[src/hw/rtl/svptw_pkg.sv]
`default_nettype none

package svptw_pkg;

  localparam int unsigned DEF_TABLE_PAGES  = 8;
  localparam int unsigned ENTRIES_PER_PAGE = 512;
  localparam int unsigned SLOT_W           = 9;
  localparam int unsigned PPN_W            = 44;
  localparam int unsigned VPN_W            = 27;
  localparam int unsigned QUEUE_DEPTH      = 2;

  localparam logic FUNC_WRITE = 1'b0;

  localparam logic [1:0] CFG_ROOT = 2'd0;
  localparam logic [1:0] CFG_BASE = 2'd1;
  localparam logic [1:0] CFG_USER = 2'd2;

  localparam logic [2:0] ST_OK          = 3'd0;
  localparam logic [2:0] ST_ABOVE_LIMIT = 3'd1;
  localparam logic [2:0] ST_NO_TABLE    = 3'd2;
  localparam logic [2:0] ST_LEAF_INVAL  = 3'd3;
  localparam logic [2:0] ST_NOT_USER    = 3'd4;
  localparam logic [2:0] ST_OUTSIDE     = 3'd5;

  typedef struct packed {
    logic        func;
    logic [11:0] word_index;
    logic [63:0] word_value;
    logic [38:0] vaddr;
  } in_item_t;

  typedef struct packed {
    logic [55:0] paddr;
    logic [9:0]  leaf_flags;
    logic [2:0]  status;
  } out_item_t;

  typedef struct packed {
    logic [PPN_W-1:0] root_page_number;
    logic [PPN_W-1:0] store_base_page;
    logic             require_user;
  } cfg_t;

  typedef enum logic [1:0] {
    CMD_WRITE = 2'd0,
    CMD_NOP   = 2'd1,
    CMD_LIMIT = 2'd2,
    CMD_WALK  = 2'd3
  } cmd_kind_t;

  typedef struct packed {
    cmd_kind_t        kind;
    logic [11:0]      word_index;
    logic [63:0]      word_value;
    logic [VPN_W-1:0] vpn;
  } cmd_t;

  typedef struct packed {
    logic full;
    logic empty;
  } q_stat_t;

endpackage

`default_nettype wire

[src/hw/rtl/svptw_queue.sv]
`default_nettype none

module svptw_queue (
  input  wire                 clk,
  input  wire                 rst_n,
  input  wire                 push,
  input  svptw_pkg::cmd_t     push_cmd,
  input  wire                 pop,
  output svptw_pkg::cmd_t     pop_cmd,
  output svptw_pkg::q_stat_t  q_stat
);
  import svptw_pkg::*;

  localparam int unsigned PTR_W = $clog2(QUEUE_DEPTH);
  localparam int unsigned CNT_W = $clog2(QUEUE_DEPTH + 1);

  cmd_t             q_r [QUEUE_DEPTH];
  logic [PTR_W-1:0] wr_ptr_r, wr_ptr_nxt;
  logic [PTR_W-1:0] rd_ptr_r, rd_ptr_nxt;
  logic [CNT_W-1:0] count_r, count_nxt;

  assign pop_cmd      = q_r[rd_ptr_r];
  assign q_stat.full  = count_r == CNT_W'(QUEUE_DEPTH);
  assign q_stat.empty = count_r == '0;

  function automatic logic [PTR_W-1:0] ptr_inc(input logic [PTR_W-1:0] p);
    return (p == PTR_W'(QUEUE_DEPTH - 1)) ? '0 : p + 1'b1;
  endfunction

  always_comb begin
    wr_ptr_nxt = push ? ptr_inc(wr_ptr_r) : wr_ptr_r;
    rd_ptr_nxt = pop ? ptr_inc(rd_ptr_r) : rd_ptr_r;
    count_nxt  = count_r;
    if (push && !pop) begin
      count_nxt = count_r + 1'b1;
    end else if (pop && !push) begin
      count_nxt = count_r - 1'b1;
    end
  end

  always_ff @(posedge clk) begin
    if (!rst_n) begin
      wr_ptr_r <= '0;
      rd_ptr_r <= '0;
      count_r  <= '0;
    end else begin
      wr_ptr_r <= wr_ptr_nxt;
      rd_ptr_r <= rd_ptr_nxt;
      count_r  <= count_nxt;
    end
  end

  always_ff @(posedge clk) begin
    if (push) begin
      q_r[wr_ptr_r] <= push_cmd;
    end
  end

endmodule

`default_nettype wire

[config.mk]
export PLATFORM = sky130hd
export DESIGN_NAME = svptw_queue
export DESIGN_NICKNAME = d
export VERILOG_FILES = /design/src/hw/rtl/svptw_pkg.sv /design/src/hw/rtl/svptw_queue.sv
export SDC_FILE = /design/constraint.sdc
export NUM_CORES = 1
export LEC_CHECK = 0
export BUFFER_PORTS_ARGS = -buffer_cell sky130_fd_sc_hd__buf_2
export CAP_MARGIN = 20
export CORE_ASPECT_RATIO = 2
export CORE_UTILIZATION = 47
export DETAILED_ROUTE_END_ITERATION = 12
export PLACE_DENSITY_LB_ADDON = 0.25
export SLEW_MARGIN = 20
export SYNTH_ARGS = -nofsm -noshare
export SYNTH_HDL_FRONTEND = slang
export SYNTH_SLANG_ARGS = --single-unit
[constraint.sdc]
create_clock -name clk -period 6.4 [get_ports clk]
set_input_delay 0.96 -clock clk [delete_from_list [all_inputs] [get_ports clk]]
set_output_delay 0.96 -clock clk [all_outputs]
set_load 0.05 [all_outputs]
# Word-level counts from Yosys, hierarchy flattened
# Memories as Yosys holds them, arrays and structs flattened. A register that Yosys moved wholly into a read port is not among the register bits.
# Cells that the tools add are included.
# word_totals
input_bits,109
output_inout_bits,107
register_bits,4
n_memories,1
word_cells,23
ram_bits,210
# classes
eq_ne,1
mux,8
add_sub_neg,4
n_reduce_logical,6
# memory_table
name,words,word_bits,rd,rd_clocked_by_memory_dff,write_ports,line_no,source
q_r,2,105,1,1,1,svptw_queue.sv:17,cmd_t q_r [QUEUE_DEPTH];
# ops
operator,count
$mux 1,6
$mux 2,2
$add 1x1->1 const B,2
$add 2x1->2 const B,1
$eq 2x2->1 const B,1
$logic_and 1x1->1,2
$logic_not 1->1,2
$logic_not 2->1,1
$reduce_bool 2->1,1
$sub 2x1->2 const B,1

# Logic depth before layout (Yosys ltp)
# Gate-level depths: netlist (run 1).
# logic_depth
depth_word,4
ltp_mapped,5
depth_no_buf,5

# Worst setup path after synthesis (run 1)
# No wires, ideal clock.
# synth_timing
kind,input-to-reg
start,in push
end,mem q_r[0][0] in the netlist's numbering (enable)
setup_time_ns,0.583
path_buffers,0
cell_stages,1
setup_slack_ns,0.261
t_arrival_ns,5.557
required_time_ns,5.817
cell_sequence,nor2b_1
# synth_between
elab_chain_len,2
# synth_lines
element,line_no,source
from (decl),svptw_queue.sv:6,"input wire push,"
$mux 1,svptw_queue.sv:54,if (push) begin
$mux 1 (implied by the code),svptw_queue.sv:55,q_r[wr_ptr_r] <= push_cmd;
to (decl),svptw_queue.sv:17,
# Every way passes these cells.

==> results_dict.tcl, run 1 <==
set metrics [dict create \
    status "finished clean" \
    ys.warnings.count 0 \
    ctsHoldBuffers 0 \
    path_max_fanout 63 \
    gp_congestion 0.768 \
    coreArea_mm2 0.0168 \
    yosys.area.top_type "edfxtp_1" \
    io_buffers 215 \
    setup_viol_count_final 0 \
    fin_skew_ps 6.66 \
    drt_wl_total_um 14900 \
    max_cap_viol_count 0 \
    synth_top_flop_cell "edfxtp_1" \
    syn_to_final_growth_pct 23.2 \
    final_cell_mix "buf_2 (215), edfxtp_1 (210), mux2_2 (55), mux2_4 (50), clkbuf_16 (19)" \
    synthArstFlopShare_pct 0 \
    clk_path_buf_depth 3 \
    ant_nets 0 \
    syn_nets 459 \
    finalMaxSlewViolations 0 \
    reg2reg_from "wr_ptr_r$_SDFFE_PN0P_" \
    syn_avg_cell_area_um2 23.0 \
    hold_depth 2 \
    synth_area_leaders "edfxtp_1 (78%), mux2_4 (9.3%), mux2_2 (7.7%)" \
    postCtsSetupRepairBufs 0 \
    antenna_found_initial 5 \
    ff2ff_path_depth 2 \
    period_share_pct 59.6 \
    finalNetCount 687 \
    num_rows 67 \
    cts_resized 0 \
    insertion_delay_ps 470 \
    die_x_um 94.5 \
    rsz0062_at_grt "no" \
    die_area_mm2 0.0177 \
    worst_pin_slew_ps 990 \
    hold_slack_ps 512 \
    clkTransAtPathRegs_ps 60 \
    cts.sinks 215 \
    layout_setup_ws_ps 2590 \
    cp_slowest_stage_delay_ps 990 \
    synth-seq-cells 215 \
    cts_tree "built" \
    gr-usage-all-layers_pct 16.7 \
    fmax_mhz 262 \
    yosys.area.top_type_share_pct 78.4 \
    hold_path_end "count_r[1]$_SDFFE_PN0P_" \
    power.density_mw_per_mm2 338 \
    path_cells "buf_4 -> mux2_2 -> buf_2" \
    htree_levels 1 \
    place_worst_setup_slack_ps 3040 \
    hold_start "count_r[1]$_SDFFE_PN0P_" \
    hpwlAfterDp_um 10300 \
    layout_min_cycle_time_ps 3810 \
    dpl.cell_count 763 \
    crit_type "flip-flop to output pin" \
    arrival_ps 2850 \
    vias 3980 \
    stdcell_count 799 \
    critical_path_required_ps 5440 \
    hold_viol_final 0 \
    start_util_pct 48.0 \
    synth_cells 349 \
    final_util_pct 59.1 \
    ir_drop_mv 0.286 \
    dr.first_iter.drc_count 143 \
    min_path_type "flip-flop to flip-flop" \
    synth_cell_type_count 19 \
    p_leak_uw 0.00383 \
    tns_ps 0 \
    ys_seq_area_share_pct 79.6 \
    grt_pass1_wl_um 22000 \
    syn-cell-area_mm2 0.00804 \
    io_pins 216 \
    drt_pre_antenna_iters 4 \
    final_common_cell "buf_2" \
    startpoint_type "flip-flop" \
    drt-wirelength-per-cell_um 18.7 \
    maxSlewHeadroom_pct 34.0 \
    grt_max_degree 64 \
    avgViaCountPerCell 4.98 \
    cpMaxStageDelayCell "dfxtp_4" \
    rr_endpoint "q_r[1][97]$_DFFE_PP_" \
    end_kind "output pin" \
    grt_overflow_total 0 \
    synth_edf_count 210 \
    route.detailed.drc 0 \
    die-height_um 187 \
    post_route_cells_drive_above_1_share_pct 60.2 \
    cts-root-buf "clkbuf_16" \
    grt_pass1_vias 4398 \
    cts_buffers 19 \
    worst-r2r-setup-slack_ps 4240 \
]
==> layout make-up <==
cell class | count | area [um^2]
Fill cell | 1317 | 6860
Sequential cell | 215 | 6410
Multi-Input combinational cell | 121 | 1490
Timing Repair Buffer | 219 | 1110
Clock buffer | 23 | 500
Tap cell | 207 | 259
Clock inverter | 9 | 126
Antenna cell | 4 | 10.0
Inverter | 1 | 3.75
==> through the flow <==
stage / total power [uW] / cell area (um^2)
CTS: 3390 / 9900
global placement: 2220 / 9270
floorplan: 2120 / 8040
finish: 3350 / 9910
detailed placement: 2230 / 9270
global route: 3460 / 9910
==> cells in the mapped netlist (all sizes together), types with 2 or more instances <==
library cell / number
and2: 4
buf: 12
dfxtp: 5
edfxtp: 210
mux2: 105
nor2b: 3
xor2: 2
==> worst max-delay path, delay by kind of cell, from the launching register on <==
| kind | cells | cell delay [ps] |
|---|---|---|
| buffers and inverters | 2 | 880 |
| DFF | 1 | 990 |
| muxes | 1 | 410 |
==> routing by layer <==
| layer | global-route usage (%) | part of all wire, % |
|---|---|---|
| met1 | 15.6 | 32 |
| met4 | 7.52 | 3.9 |
| met5 | 0 | 0 |
| met2 | 32.6 | 58 |
| met3 | 3.78 | 6.1 |
==> worst max-delay path by stage <==
stage                    from                  end  slack, ps  cells past startpoint
floorplan                push  q_r[0][0]$_DFFE_PP_        260                      1
global placement    flip-flop          pop_cmd[24]       3070                      3
detailed placement  flip-flop          pop_cmd[29]       3040                      3
CTS                 flip-flop          pop_cmd[29]       2530                      3
global route        flip-flop          pop_cmd[29]       2420                      3
finish              flip-flop          pop_cmd[29]       2590                      3
==> power breakdown <==
group          total (uW)  internal [uW]  switching (uW)
registers            1660           1630            37.2
clock network        1150            680             471
logic                 530            167             363
==> logic make-up after synthesis <==
kind of cell,share of synthesized area [%]
fa+ha+maj,0.156
mux,17.0
buf+inv,1.93
xor+xnor,0.327
simple gates,0.669
compound gates,0.249
flops,79.6
==> state kept, by name, indices dropped and copies added, names as in the netlist, named ones only <==
name and cells:
rd_ptr_r 1, wr_ptr_r 1, q_r 210, count_r 2
No activity file was read; power rests on OpenSTA's default activity.
==> run 2, diff against run 1 <==
==> constraint.sdc (replaced) <==
create_clock -name clk -period 3.2 [get_ports clk]
set_input_delay 0.48 -clock clk [delete_from_list [all_inputs] [get_ports clk]]
set_output_delay 0.48 -clock clk [all_outputs]
set_load 0.05 [all_outputs]
==> results_dict.tcl, run 2 (synthesized netlist as in run 1, its figures left out) <==
set metrics [dict create \
    hpwlAfterDp_um 10400 \
    dpl_cell_area_mm2 0.00934 \
    switchingPower_uw 1760 \
    pwr-share-seq_pct 49.5 \
    startpoint_type "flip-flop" \
    worst_pin_slew_ps 534 \
    final_cell_mix "buf_2 (215), edfxtp_1 (210), mux2_2 (55), mux2_4 (50), clkbuf_16 (19)" \
    setup_viol_count_final 0 \
    max_cap_viol_count 0 \
    io_pins 216 \
    coreArea_mm2 0.0168 \
    post_route_cells_drive_above_1_share_pct 60.3 \
    cp_slowest_stage_delay_ps 690 \
    grt_pass1_wl_um 21800 \
    clk_path_buf_depth 3 \
    postCtsSetupRepairBufs 0 \
    hold_path_end "q_r[1][11]$_DFFE_PP_" \
    rsz0062_at_grt "no" \
    ff_latch_area_mm2 0.00641 \
    clkTransAtPathRegs_ps 70 \
    arrival_ps 2170 \
    min_path_type "primary input to flip-flop" \
    avgViaCountPerCell 4.97 \
    ff2ff_path_depth 2 \
    layout_min_cycle_time_ps 2650 \
    p_comb_share_pct 16.3 \
    cts_resized 0 \
    grt_pass1_vias 4227 \
    tns_ps 0 \
    ctsHoldBuffers 0 \
    die-height_um 187 \
    final_common_cell "buf_2" \
    hold_slack_ps 190 \
    cts_buffers 19 \
    start_util_pct 48.0 \
    end_kind "output pin" \
    cts.sinks 215 \
    intPower_uw 4930 \
    vias 3976 \
    hold_start "push_cmd[11]" \
    cts-root-buf "clkbuf_16" \
    drt_pre_antenna_iters 4 \
    die_x_um 94.5 \
    finalNetCount 690 \
    drt-wirelength-per-cell_um 18.8 \
    fin_area_mm2 0.00997 \
    route.detailed.drc 0 \
    drt_wl_total_um 15000 \
    path_max_fanout 46 \
    power.density_mw_per_mm2 671 \
    p_leak_uw 0.00385 \
    fillers 1287 \
    hold_viol_final 0 \
    p_sw_share_pct 26.2 \
    htree_levels 1 \
    largest_register_ffs 210 \
    cp_num_buf_inv 2 \
    cts_tree "built" \
    period_share_pct 82.7 \
    path_cells "buf_12 -> mux2_2 -> buf_2" \
    multi_input_area_mm2 0.00149 \
    insertion_delay_ps 470 \
    io_buffers 215 \
    rr_endpoint "q_r[1][81]$_DFFE_PP_" \
    die_area_mm2 0.0177 \
    critical_path_required_ps 2720 \
    syn_to_final_growth_pct 24.0 \
    cpMaxStageDelayCell "dfxtp_4" \
    crit_type "flip-flop to output pin" \
    status "finished clean" \
    cp_top_family "flip-flops" \
    hold_depth 1 \
    dr.first_iter.drc_count 144 \
    grt_overflow_total 0 \
    reg.largest.list "q_r: 210 flops, count_r: 2 flops" \
    ant_nets 0 \
    gp_congestion 0.825 \
    maxSlewHeadroom_pct 64.4 \
    num_rows 67 \
    worst-r2r-setup-slack_ps 1600 \
    fmax_mhz 378 \
    grt_max_degree 57 \
    finalMaxSlewViolations 0 \
    ir_drop_mv 0.593 \
    clkPwrFrac_pct 34.2 \
    largest-register "q_r" \
    antenna_found_initial 2 \
    reg2reg_from "wr_ptr_r$_SDFFE_PN0P_" \
    fin_skew_ps 5.72 \
    gr-usage-all-layers_pct 16.8 \
]
-- run 2: changes by cell type in the layout (fill, tap and decap cells not counted), sizes merged --
cell,change
buf,+3
clkbuf,-3
clkinv,+3
clkinvlp,+1
diode,-3
-- run 2: power by group through the flow --
stage | clock (uW) | sequential (uW) | combinational, uW
after detailed placement | 0 | 3370 | 1100
after global placement | 0 | 3370 | 1080
after floorplan | 0 | 3340 | 876
after global routing | 2450 | 3320 | 1140
after CTS | 2360 | 3310 | 1100
final | 2290 | 3310 | 1090
-- run 2: final cells by class --
| class | instances | share of cell area, % |
|---|---|---|
| inverter | 1 | 0.0376 |
| clock inverter | 13 | 1.47 |
| antenna | 1 | 0.0251 |
| timing repair buffer | 222 | 11.8 |
| multi-input combinational | 121 | 15.0 |
| sequential | 215 | 64.3 |
| clock buffer | 20 | 4.81 |
| tap | 207 | 2.60 |
-- run 2: layer usage --
| metal | vias to the layer above | wire [um] | GRT usage, % |
|---|---|---|---|
| met5 | - | 8 | 0 |
| met4 | 2 | 593 | 7.40 |
| met3 | 38 | 894 | 3.82 |
| met2 | 142 | 8690 | 32.2 |
| met1 | 1948 | 4830 | 16.5 |
| li1 | 1846 | - | - |
-- run 2: how the worst max path moves through the flow --
| stage | startpoint | to | slack, ps | cells after the start |
|---|---|---|---|---|
| floorplan | push | q_r[0][0]$_DFFE_PP_ | 700 | 1 |
| global placement | flip-flop | pop_cmd[1] | 1080 | 3 |
| detailed placement | flip-flop | pop_cmd[100] | 1060 | 3 |
| CTS | flip-flop | pop_cmd[100] | 540 | 3 |
| global route | flip-flop | pop_cmd[100] | 460 | 3 |
| finish | flip-flop | pop_cmd[100] | 550 | 3 |
-- run 2: per-stage QoR --
stage | std cells | power, uW | util [%] | setup WS, ps
6_report | 800 | 6690 | 59.5 | 554
5_1_grt | 800 | 6910 | 59.5 | 456
4_1_cts | 799 | 6770 | 59.5 | 542
3_5_place_dp | 766 | 4470 | 55.7 | 1060
3_3_place_gp | 766 | 4450 | 55.7 | 1080
2_1_floorplan | 349 | 4220 | - | 696
